==> src/rtl/drtt_pkg.sv <==
package drtt_pkg;

  localparam int SLOTS = 5;
  localparam int IDX_W = (SLOTS > 1) ? $clog2(SLOTS) : 1;
  localparam int CNT_W = $clog2(SLOTS + 1);

  localparam logic [15:0] TIMEOUT_RESET = 16'd3000;
  localparam logic [9:0]  MAX_LEN       = 10'd512;
  localparam logic [9:0]  SPOOF_MIN     = 10'd12;
  localparam logic [9:0]  SPOOF_MAX     = 10'(512 - 16);
  localparam logic [9:0]  MIN_LEN       = 10'd2;

  localparam logic [1:0] MODE_QUERY = 2'd0;
  localparam logic [1:0] MODE_REPLY = 2'd1;

  typedef enum logic [2:0] {
    ACT_NONE      = 3'd0,
    ACT_SPOOF     = 3'd1,
    ACT_FORWARD   = 3'd2,
    ACT_FULL      = 3'd3,
    ACT_DELIVERED = 3'd4,
    ACT_NO_MATCH  = 3'd5,
    ACT_BAD_LEN   = 3'd6
  } action_t;

  typedef struct packed {
    logic [31:0] a;
    logic [31:0] b;
    logic [15:0] limit;
  } cmp_req_t;

  typedef struct packed {
    logic eq;
    logic gt;
  } cmp_rsp_t;

endpackage

==> src/rtl/drtt_age_cmp.sv <==
module drtt_age_cmp
  import drtt_pkg::*;
(
  input  cmp_req_t req,
  output cmp_rsp_t rsp
);

  logic [31:0] diff;

  assign diff   = req.a - req.b;
  assign rsp.eq = (diff == 32'd0);
  assign rsp.gt = (diff > {16'd0, req.limit});

endmodule

==> src/rtl/dns_relay_transaction_table_core.sv <==
// An accepted event runs an expiry scan over every slot, then raises the result strobe;
//   a reply of valid length first scans the slots for its id, stopping at the first hit.
// A new event is accepted only while idle; busy drops in the strobe cycle, and the
//   slot scans of the single shared subtract/compare unit set the pace.
// Reset (synchronous, rst_n low) frees all slots and loads timeout_ms with 3000.
// The receiver cannot stall: out_valid is a one-cycle strobe.
module dns_relay_transaction_table_core
  import drtt_pkg::*;
(
  input  logic        clk,
  input  logic        rst_n,
  input  logic        start,
  output logic        busy,
  input  logic [1:0]  in_mode,
  input  logic [31:0] in_now_ms,
  input  logic [9:0]  in_packet_length,
  input  logic [15:0] in_transaction_id,
  input  logic [31:0] in_source_ip,
  input  logic [15:0] in_source_port,
  input  logic        in_is_authenticated,
  output logic        out_valid,
  output logic [2:0]  out_action,
  output logic [2:0]  out_slot_index,
  output logic [31:0] out_dest_ip,
  output logic [15:0] out_dest_port,
  output logic [2:0]  out_expired_count,
  input  logic        cfg_valid,
  output logic        cfg_ready,
  input  logic [15:0] cfg_data
);

  typedef enum logic [2:0] {
    ST_IDLE   = 3'b001,
    ST_MATCH  = 3'b010,
    ST_EXPIRE = 3'b100
  } state_t;

  state_t            state_r, state_nxt;
  logic [IDX_W-1:0]  idx_r, idx_nxt;
  logic [CNT_W-1:0]  cnt_r, cnt_nxt;
  action_t           act_r, act_nxt;
  logic [IDX_W-1:0]  slot_r, slot_nxt;
  logic [31:0]       dip_r, dip_nxt;
  logic [15:0]       dport_r, dport_nxt;
  logic [31:0]       now_r;
  logic [15:0]       txid_r;
  logic [15:0]       timeout_r;
  logic              out_valid_r, out_valid_nxt;
  logic [SLOTS-1:0]  valid_r, valid_nxt;

  logic [15:0]       txid_mem_r [SLOTS];
  logic [31:0]       ip_mem_r   [SLOTS];
  logic [15:0]       port_mem_r [SLOTS];
  logic [31:0]       time_mem_r [SLOTS];

  logic              accept;
  logic              free_found;
  logic [IDX_W-1:0]  free_idx;
  logic              write_slot;
  logic              last_idx;
  logic [9:0]        len_c;
  cmp_req_t          cmp_req;
  cmp_rsp_t          cmp_rsp;

  assign busy      = (state_r != ST_IDLE);
  assign accept    = start && !busy;
  assign cfg_ready = !busy;
  assign last_idx  = (idx_r == IDX_W'(SLOTS - 1));
  assign len_c     = (in_packet_length > MAX_LEN) ? MAX_LEN : in_packet_length;

  always_comb begin
    free_found = 1'b0;
    free_idx   = '0;
    for (int i = SLOTS - 1; i >= 0; i--) begin
      if (!valid_r[i]) begin
        free_found = 1'b1;
        free_idx   = IDX_W'(i);
      end
    end
  end

  always_comb begin
    cmp_req.limit = timeout_r;
    if (state_r == ST_MATCH) begin
      cmp_req.a = {16'd0, txid_mem_r[idx_r]};
      cmp_req.b = {16'd0, txid_r};
    end else begin
      cmp_req.a = now_r;
      cmp_req.b = time_mem_r[idx_r];
    end
  end

  drtt_age_cmp u_cmp (
    .req (cmp_req),
    .rsp (cmp_rsp)
  );

  always_comb begin
    state_nxt     = state_r;
    idx_nxt       = idx_r;
    cnt_nxt       = cnt_r;
    act_nxt       = act_r;
    slot_nxt      = slot_r;
    dip_nxt       = dip_r;
    dport_nxt     = dport_r;
    valid_nxt     = valid_r;
    out_valid_nxt = 1'b0;
    write_slot    = 1'b0;
    case (state_r)
      ST_IDLE: begin
        if (accept) begin
          idx_nxt   = '0;
          cnt_nxt   = '0;
          slot_nxt  = '0;
          dip_nxt   = '0;
          dport_nxt = '0;
          act_nxt   = ACT_NONE;
          state_nxt = ST_EXPIRE;
          if (in_mode == MODE_QUERY) begin
            if (!in_is_authenticated) begin
              act_nxt = (len_c >= SPOOF_MIN && len_c <= SPOOF_MAX) ? ACT_SPOOF : ACT_BAD_LEN;
            end else if (len_c < MIN_LEN) begin
              act_nxt = ACT_BAD_LEN;
            end else if (free_found) begin
              act_nxt             = ACT_FORWARD;
              slot_nxt            = free_idx;
              valid_nxt[free_idx] = 1'b1;
              write_slot          = 1'b1;
            end else begin
              act_nxt = ACT_FULL;
            end
          end else if (in_mode == MODE_REPLY) begin
            if (len_c < MIN_LEN) begin
              act_nxt = ACT_BAD_LEN;
            end else begin
              act_nxt   = ACT_NO_MATCH;
              state_nxt = ST_MATCH;
            end
          end
        end
      end
      ST_MATCH: begin
        if (valid_r[idx_r] && cmp_rsp.eq) begin
          act_nxt          = ACT_DELIVERED;
          slot_nxt         = idx_r;
          dip_nxt          = ip_mem_r[idx_r];
          dport_nxt        = port_mem_r[idx_r];
          valid_nxt[idx_r] = 1'b0;
          idx_nxt          = '0;
          state_nxt        = ST_EXPIRE;
        end else if (last_idx) begin
          idx_nxt   = '0;
          state_nxt = ST_EXPIRE;
        end else begin
          idx_nxt = IDX_W'(idx_r + 1'b1);
        end
      end
      ST_EXPIRE: begin
        if (valid_r[idx_r] && cmp_rsp.gt) begin
          valid_nxt[idx_r] = 1'b0;
          cnt_nxt          = CNT_W'(cnt_r + 1'b1);
        end
        if (last_idx) begin
          out_valid_nxt = 1'b1;
          state_nxt     = ST_IDLE;
        end else begin
          idx_nxt = IDX_W'(idx_r + 1'b1);
        end
      end
      default: begin
        state_nxt = ST_IDLE;
      end
    endcase
  end

  always_ff @(posedge clk) begin
    if (!rst_n) begin
      state_r     <= ST_IDLE;
      valid_r     <= '0;
      out_valid_r <= 1'b0;
      timeout_r   <= TIMEOUT_RESET;
    end else begin
      state_r     <= state_nxt;
      valid_r     <= valid_nxt;
      out_valid_r <= out_valid_nxt;
      if (cfg_valid && cfg_ready) begin
        timeout_r <= cfg_data;
      end
    end
  end

  always_ff @(posedge clk) begin
    idx_r   <= idx_nxt;
    cnt_r   <= cnt_nxt;
    act_r   <= act_nxt;
    slot_r  <= slot_nxt;
    dip_r   <= dip_nxt;
    dport_r <= dport_nxt;
    if (accept) begin
      now_r  <= in_now_ms;
      txid_r <= in_transaction_id;
    end
    if (write_slot) begin
      txid_mem_r[free_idx] <= in_transaction_id;
      ip_mem_r[free_idx]   <= in_source_ip;
      port_mem_r[free_idx] <= in_source_port;
      time_mem_r[free_idx] <= in_now_ms;
    end
  end

  assign out_valid         = out_valid_r;
  assign out_action        = act_r;
  assign out_slot_index    = 3'(slot_r);
  assign out_dest_ip       = dip_r;
  assign out_dest_port     = dport_r;
  assign out_expired_count = 3'(cnt_r);

  a_accept_busy: assert property (@(posedge clk) disable iff (!rst_n)
    accept |=> busy)
    else $error("accepted word did not raise busy");

  a_strobe_idle: assert property (@(posedge clk) disable iff (!rst_n)
    out_valid |-> !busy)
    else $error("result strobe while busy");

  a_dest_zero: assert property (@(posedge clk) disable iff (!rst_n)
    (out_valid && out_action != ACT_DELIVERED)
      |-> (out_dest_ip == 32'd0 && out_dest_port == 16'd0))
    else $error("destination set without delivery");

  a_expired_bound: assert property (@(posedge clk) disable iff (!rst_n)
    out_valid |-> (cnt_r <= CNT_W'(SLOTS)))
    else $error("expired count exceeds table size");

endmodule

==> config.mk <==
export PLATFORM = sky130hd
export DESIGN_NAME = dns_relay_transaction_table_core
export DESIGN_NICKNAME = d
export VERILOG_FILES = /design/src/rtl/drtt_pkg.sv /design/src/rtl/drtt_age_cmp.sv /design/src/rtl/dns_relay_transaction_table_core.sv
export SDC_FILE = /design/constraint.sdc
export NUM_CORES = 1
export LEC_CHECK = 0
export ABC_AREA = 1
export BUFFER_PORTS_ARGS = -buffer_cell sky130_fd_sc_hd__buf_4
export CORE_UTILIZATION = 45
export CTS_CLUSTER_DIAMETER = 80
export CTS_CLUSTER_SIZE = 30
export DETAILED_ROUTE_END_ITERATION = 10
export GPL_TIMING_DRIVEN = 0
export PLACE_DENSITY = 0.67
export RECOVER_POWER = 50
export SYNTH_ARGS = -nofsm -noshare
export SYNTH_HDL_FRONTEND = slang
export SYNTH_SLANG_ARGS = --single-unit
==> constraint.sdc <==
create_clock -name clk -period 14.9 [get_ports clk]
set_clock_uncertainty 0.15 [all_clocks]
set_input_delay 2.98 -clock clk [delete_from_list [all_inputs] [get_ports clk]]
set_output_delay 2.98 -clock clk [all_outputs]
set_load 0.005 [all_outputs]
Yosys cells after proc, flatten, opt, wreduce, memory -nomap -nowiden
Memories as Yosys holds them, arrays and structs flattened. A register that Yosys moved wholly into a read port is not among the register bits.
Cells that the tools add are included.
Cells by class
  add/subtract/negate cells: 3
  order comparisons: 9
  eq/ne operators: 16
  muxes and demuxes: 77
  bitwise logic cells: 3
  reduce and logical (&&, ||, !) cells: 19
Operators by type and width (number)
  two-way mux 3 bit: 34
  two-way mux 32 bit: 2
  two-way mux 64 bit: 1
  one-hot mux 32 bit (2 select lines): 1
  two-way mux 5 bit: 7
  > comparator 32 x 16 -> 1 bit: 1
  zero test 32 bit: 1
  two-way mux 16 bit: 2
  one-hot mux 16 bit (2 select lines): 1
  subtractor 32 bit: 1
  two-way mux 1 bit: 18
  one-hot mux 3 bit (2 select lines): 3
  one-hot mux 3 bit (3 select lines): 2
  != test 2 bit (second input constant): 8
  one-hot mux 5 bit (3 select lines): 1
  AND reduction 3 bit: 4
  >= comparator 10 x 4 -> 1 bit (second input constant): 1
  > comparator 10 bit (second input constant): 1
  less-or-equal comparator 10 x 9 -> 1 bit (second input constant): 1
  less-than comparator 10 x 2 -> 1 bit (second input constant): 1
  two-way mux 10 bit: 1
  less-than comparator 3 x 4 -> 1 bit (second input constant): 2
  AND reduction 8 bit: 1
  logical AND 1 bit: 7
  other kinds (20): 25
Word-level totals
  bits in registers: 133
  memory bits (writable): 480
  bits of input ports: 129
  logic and storage cells: 143
  memories: 4
Memories
  ip_mem_r: depth 5, width 32, read ports 1, clocked after Yosys merged registers in 1, wr ports 1, line dns_relay_transaction_table_core.sv:52  | logic [31:0] ip_mem_r [SLOTS];
  time_mem_r: depth 5, width 32, read ports 1, clocked after Yosys merged registers in 1, wr ports 1, line dns_relay_transaction_table_core.sv:54  | logic [31:0] time_mem_r [SLOTS];
  port_mem_r: depth 5, width 16, read ports 1, clocked after Yosys merged registers in 1, wr ports 1, line dns_relay_transaction_table_core.sv:53  | logic [15:0] port_mem_r [SLOTS];
  txid_mem_r: depth 5, width 16, read ports 1, clocked after Yosys merged registers in 1, wr ports 1, line dns_relay_transaction_table_core.sv:51  | logic [15:0] txid_mem_r [SLOTS];

Logic depth before layout (Yosys ltp)
  word-level depth: 16
  mapped depth: 32

Modules after synthesis
Synthesis repeated with hierarchy kept, for this count alone.
Second synthesis, totals
  cells, all modules: 2444
  area total of the unflattened synthesis: 26733.1 um^2
Modules (own cells, without submodules)
  dns_relay_transaction_table_core: instances 1, cells each 1844, area each 23690.2 um^2, seq. area each 18217.5 um^2
  drtt_age_cmp: instances 1, cells each 600, area each 3042.9 um^2, seq. area each 0.0 um^2

Least setup slack after synthesis
No wires, ideal clock.
  path type: input to register
  start: in in_packet_length[1]
  end: mem ip_mem_r[0][0] (enable)
  arrival: 12.687 ns
  path slack: 1.277 ns
  cell stages on the path: 7
  cell sequence: nor3_1 > and3_1 > nor2_1 > nand3_1 > nor2_1 > inv_1 > nor4_1
Between the ends
  longest elaborated chain between the ends: 10
RTL lines
  start, declared: line dns_relay_transaction_table_core.sv:16  | input logic [9:0] in_packet_length,
  > comparator 10 bit: line dns_relay_transaction_table_core.sv:69  | assign len_c = (in_packet_length > MAX_LEN) ? MAX_LEN : in_packet_length;
  two-way mux 10 bit (*): line dns_relay_transaction_table_core.sv:69
  less-than comparator 10 x 2 -> 1 bit (*): line dns_relay_transaction_table_core.sv:122  | end else if (len_c < MIN_LEN) begin
  two-way mux 1 bit (*): line dns_relay_transaction_table_core.sv:122
  two-way mux 1 bit (*): line dns_relay_transaction_table_core.sv:120  | if (!in_is_authenticated) begin
  two-way mux 1 bit (*): line dns_relay_transaction_table_core.sv:119  | if (in_mode == MODE_QUERY) begin
  two-way mux 1 bit (*): line dns_relay_transaction_table_core.sv:111  | if (accept) begin
  two-way mux 1 bit (*): line dns_relay_transaction_table_core.sv:109  | case (state_r)
  two-way mux 1 bit (*): line dns_relay_transaction_table_core.sv:203  | if (write_slot) begin
  two-way mux 1 bit (implied by the code) (*): line dns_relay_transaction_table_core.sv:205  | ip_mem_r[free_idx] <= in_source_ip;
  end, declared: line dns_relay_transaction_table_core.sv:52
Mark *: on every way between the ends. The rest lies on a longest branch, timed or not.

==> Implementation_results.wiki <==
{| class="wikitable"
! Metric !! Value
|-
| Data arrival time of the critical path || 6670 ps
|-
| Area of the die || 60100 um2
|-
| Layout cell share with drive strength beyond 1 || 0.0847
|-
| Worst-path maximum fanout || 10
|-
| Highest-utilization routing layer at the global route stage || met2
|-
| DRT antenna net count || 0
|-
| Wire length of the first global-routing pass || 105 mm
|-
| LEAKAGE || 11.5 nW
|-
| Type of destination of the critical path || flip-flop
|-
| Total detailed-routing wirelength || 70.2 mm
|-
| Worst hold path class || reg2reg
|-
| Routed vias/inst || 5.40
|-
| Count of final setup violators || 0
|-
| Cell seen most often among critical-path stages || sky130_fd_sc_hd__nand2_1
|-
| Met3 Resource Use GR || 0.0423
|-
| Clk pin slew, worst setup/hold paths || 100 ps
|-
| Remaining max-slew budget at the tightest pin || -0.140
|-
| Cts repair resizes || 0
|-
| Number of distinct library cells after synthesis || 41
|-
| TritonCTS clock tree || done
|-
| Detailed router's first-iteration violation count || 1822
|-
| Number of buffers inserted to repair setup after CTS || 0
|-
| Remaining design rule violation count || 0
|-
| Most common library cell in the layout ignoring fill and taps || sky130_fd_sc_hd__edfxtp_1
|-
| Result of the run || finished, violations left
|-
| Critical Setup Path Class || reg2reg
|-
| Utilization of the core after routing || 0.521
|-
| Minimum hold slack || 327 ps
|-
| Post-DP HPWL || 50.1 mm
|-
| Net count after synthesis || 2591
|-
| Final number of max-transition violations || 26
|-
| Standard cell core area || 58000 um2
|-
| Number of enable flip-flop cells after synthesis || 588
|-
| Number of global-route vias before repair || 18200
|-
| Met2 routing resource usage after global routing || 0.386
|-
| Relative area change from synthesis to final layout || 13.7%
|-
| Transition time at the pin with the least slew margin || 1710 ps
|-
| Crit-path slowest cell || sky130_fd_sc_hd__clkbuf_1
|-
| Unrepaired setup endpoints after global routing || no
|-
| Count of buffers from port buffering || 188
|-
| Number of clock sinks || 616
|-
| DR pass1 iterations || 8
|-
| Cts hold-fix bufs || 0
|-
| Crit share post-route || 0.438
|-
| Global placer's final weighted congestion || 0.891
|-
| Average cell area after synthesis || 11.0 um2
|-
| Required time of the worst setup path || 15040 ps
|-
| Total of fill cells in the finished design || 5090
|-
| Final hold violation count || 0
|-
| Placement Cell Area || 29600 um2
|-
| Cell Rows || 88
|-
| Violated checks || capacitance limit, slew limit
|-
| Height of the die || 245 um
|-
| Overall power after layout || 5.04 mW
|-
| Initial antenna violation count || 14
|-
| Highest clock rate || 153 MHz
|-
| Most frequent cells in the layout || sky130_fd_sc_hd__edfxtp_1, sky130_fd_sc_hd__nor2_1, sky130_fd_sc_hd__nand2_1, sky130_fd_sc_hd__o21ai_0, sky130_fd_sc_hd__inv_1
|-
| Average routed wire per standard cell || 20.3 um
|-
| Most used DFF post-synth || sky130_fd_sc_hd__edfxtp_1
|-
| Power per cell area || 167 nW/um2
|-
| Worst skew pair latency || 650 ps
|-
| Finished Cell Area || 30200 um2
|-
| Routed vias || 18700
|-
| Number of storage elements in the synthesis netlist || 616
|-
| Net count, final || 2860
|-
| Die width || 245 um
|-
| Number of warnings printed during yosys synthesis || 0
|-
| Total track usage || 0.230
|-
| Pin count of the biggest net entering global routing || 31
|-
| Asr flop ratio synth || 0
|-
| Cell count after synthesis || 2411
|-
| Sequential-to-total area share from yosys stat || 0.685
|-
| Delay contributed by the slowest stage of the critical path || 720 ps
|-
| Routing usage on met1 || 0.301
|-
| Number of CTS-inserted buffers || 29
|-
| Maximum clock path buffer count || 3
|-
| Number of maximum-capacitance constraint violations || 1
|-
| Starting density of the core || 0.458
|-
| Final critical delay including setup and external delays || 6530 ps
|-
| GR Overflow Total || 0
|-
| Kind of start point of the critical path || flip-flop
|-
| Worst IR Drop VDD || 0.000127 V
|-
| Io pins || 189
|-
| Netlist area before placement || 26600 um2
|-
| H-tree lvl count || 1
|-
| Clock Root Buffer || sky130_fd_sc_hd__clkbuf_16
|}
==> report_power, final <==
part           switching [mW]  internal [mW]
registers              0.0421           1.99
clock network           0.573          0.382
logic                    1.41          0.642
total                    2.02           3.02
==> worst max-delay path: cells and delay by family (launching register included) <==
family / cells / cell delay (ps)
AO/OA/AOI/OAI: 4 / 750
XOR/XNOR: 1 / 250
adder cells (fa/ha/maj): 3 / 980
buffers and inverters: 5 / 2190
flip-flops: 1 / 450
AND/OR/NAND/NOR: 14 / 1390
==> kinds of logic (layout without fill, tap and decap cells) <==
kind of cell | Yosys count | in the layout | synth area share
simple gates | 865 | 865 | 0.133
flops | 616 | 616 | 0.685
compound gates | 522 | 522 | 0.106
buf+inv | 347 | 628 | 0.0490
fa+ha+maj | 51 | 51 | 0.0243
xor+xnor | 10 | 10 | 0.00329
other cells | 0 | 6 | 0
==> cells in the mapped netlist (11+ instances only) <==
cell type | instances | area, um2
sky130_fd_sc_hd__a21oi_1 | 97 | 485
sky130_fd_sc_hd__clkbuf_1 | 94 | 353
sky130_fd_sc_hd__dfxtp_1 | 28 | 561
sky130_fd_sc_hd__edfxtp_1 | 588 | 17700
sky130_fd_sc_hd__ha_1 | 50 | 626
sky130_fd_sc_hd__inv_1 | 237 | 890
sky130_fd_sc_hd__nand2_1 | 320 | 1200
sky130_fd_sc_hd__nand3_1 | 58 | 290
sky130_fd_sc_hd__nand4_1 | 12 | 75.1
sky130_fd_sc_hd__nor2_1 | 420 | 1580
sky130_fd_sc_hd__nor3_1 | 11 | 55.1
sky130_fd_sc_hd__o21ai_0 | 304 | 1520
sky130_fd_sc_hd__o22ai_1 | 98 | 613
==> path summary, 6_finish.rpt <==
check / startpoint / end / slack, ps / cells past startpoint
worst max-delay path: flip-flop / out_expired_count[0]$_SDFFCE_PP0P_ / 8370 / 27
worst min-delay path: timeout_r[13]$_SDFFE_PN0P_ / timeout_r[13]$_SDFFE_PN0P_ / 330 / 2
worst max register to register: flip-flop / out_expired_count[0]$_SDFFCE_PP0P_ / 8370 / 27
worst min register to register: timeout_r[13]$_SDFFE_PN0P_ / timeout_r[13]$_SDFFE_PN0P_ / 330 / 2
==> area by class of cell <==
class                           instances  area [um2]  share of cell area
Antenna cell                            6        15.0            0.000497
Buffer                                103         387              0.0128
Clock buffer                           29         726              0.0240
Clock inverter                         14         233             0.00770
Inverter                              244         916              0.0303
Multi-Input combinational cell       1448        7110               0.235
Sequential cell                       616       18200               0.603
Tap cell                              765         957              0.0317
Timing Repair Buffer                  238        1660              0.0548
==> sequential cells by signal (all words and copies together) (netlist names), 5 cells and up, named ones only <==
signal         flops
valid_r            5
txid_mem_r        80
out_dest_ip       32
time_mem_r       160
port_mem_r        80
timeout_r         16
ip_mem_r         160
out_dest_port     16
now_r             32
txid_r            16
==> through the flow <==
stage / setup slack [ps] / setup TNS, ps / std cells
floorplan: 1280 / 0 / 2411
CTS: 8480 / 0 / 3457
detailed placement: 8510 / 0 / 3414
global placement: -7390 / -1101150 / 3364
global route: 7990 / 0 / 3460
finish: 8370 / 0 / 3463
==> metal layers <==
metal  up-vias  part of all wire
li1       8871                 -
met1      8999              0.41
met2       706              0.48
met3       119             0.076
met4        18             0.030
met5         -            0.0015
Note: power is estimated with default switching activity, not from simulation.
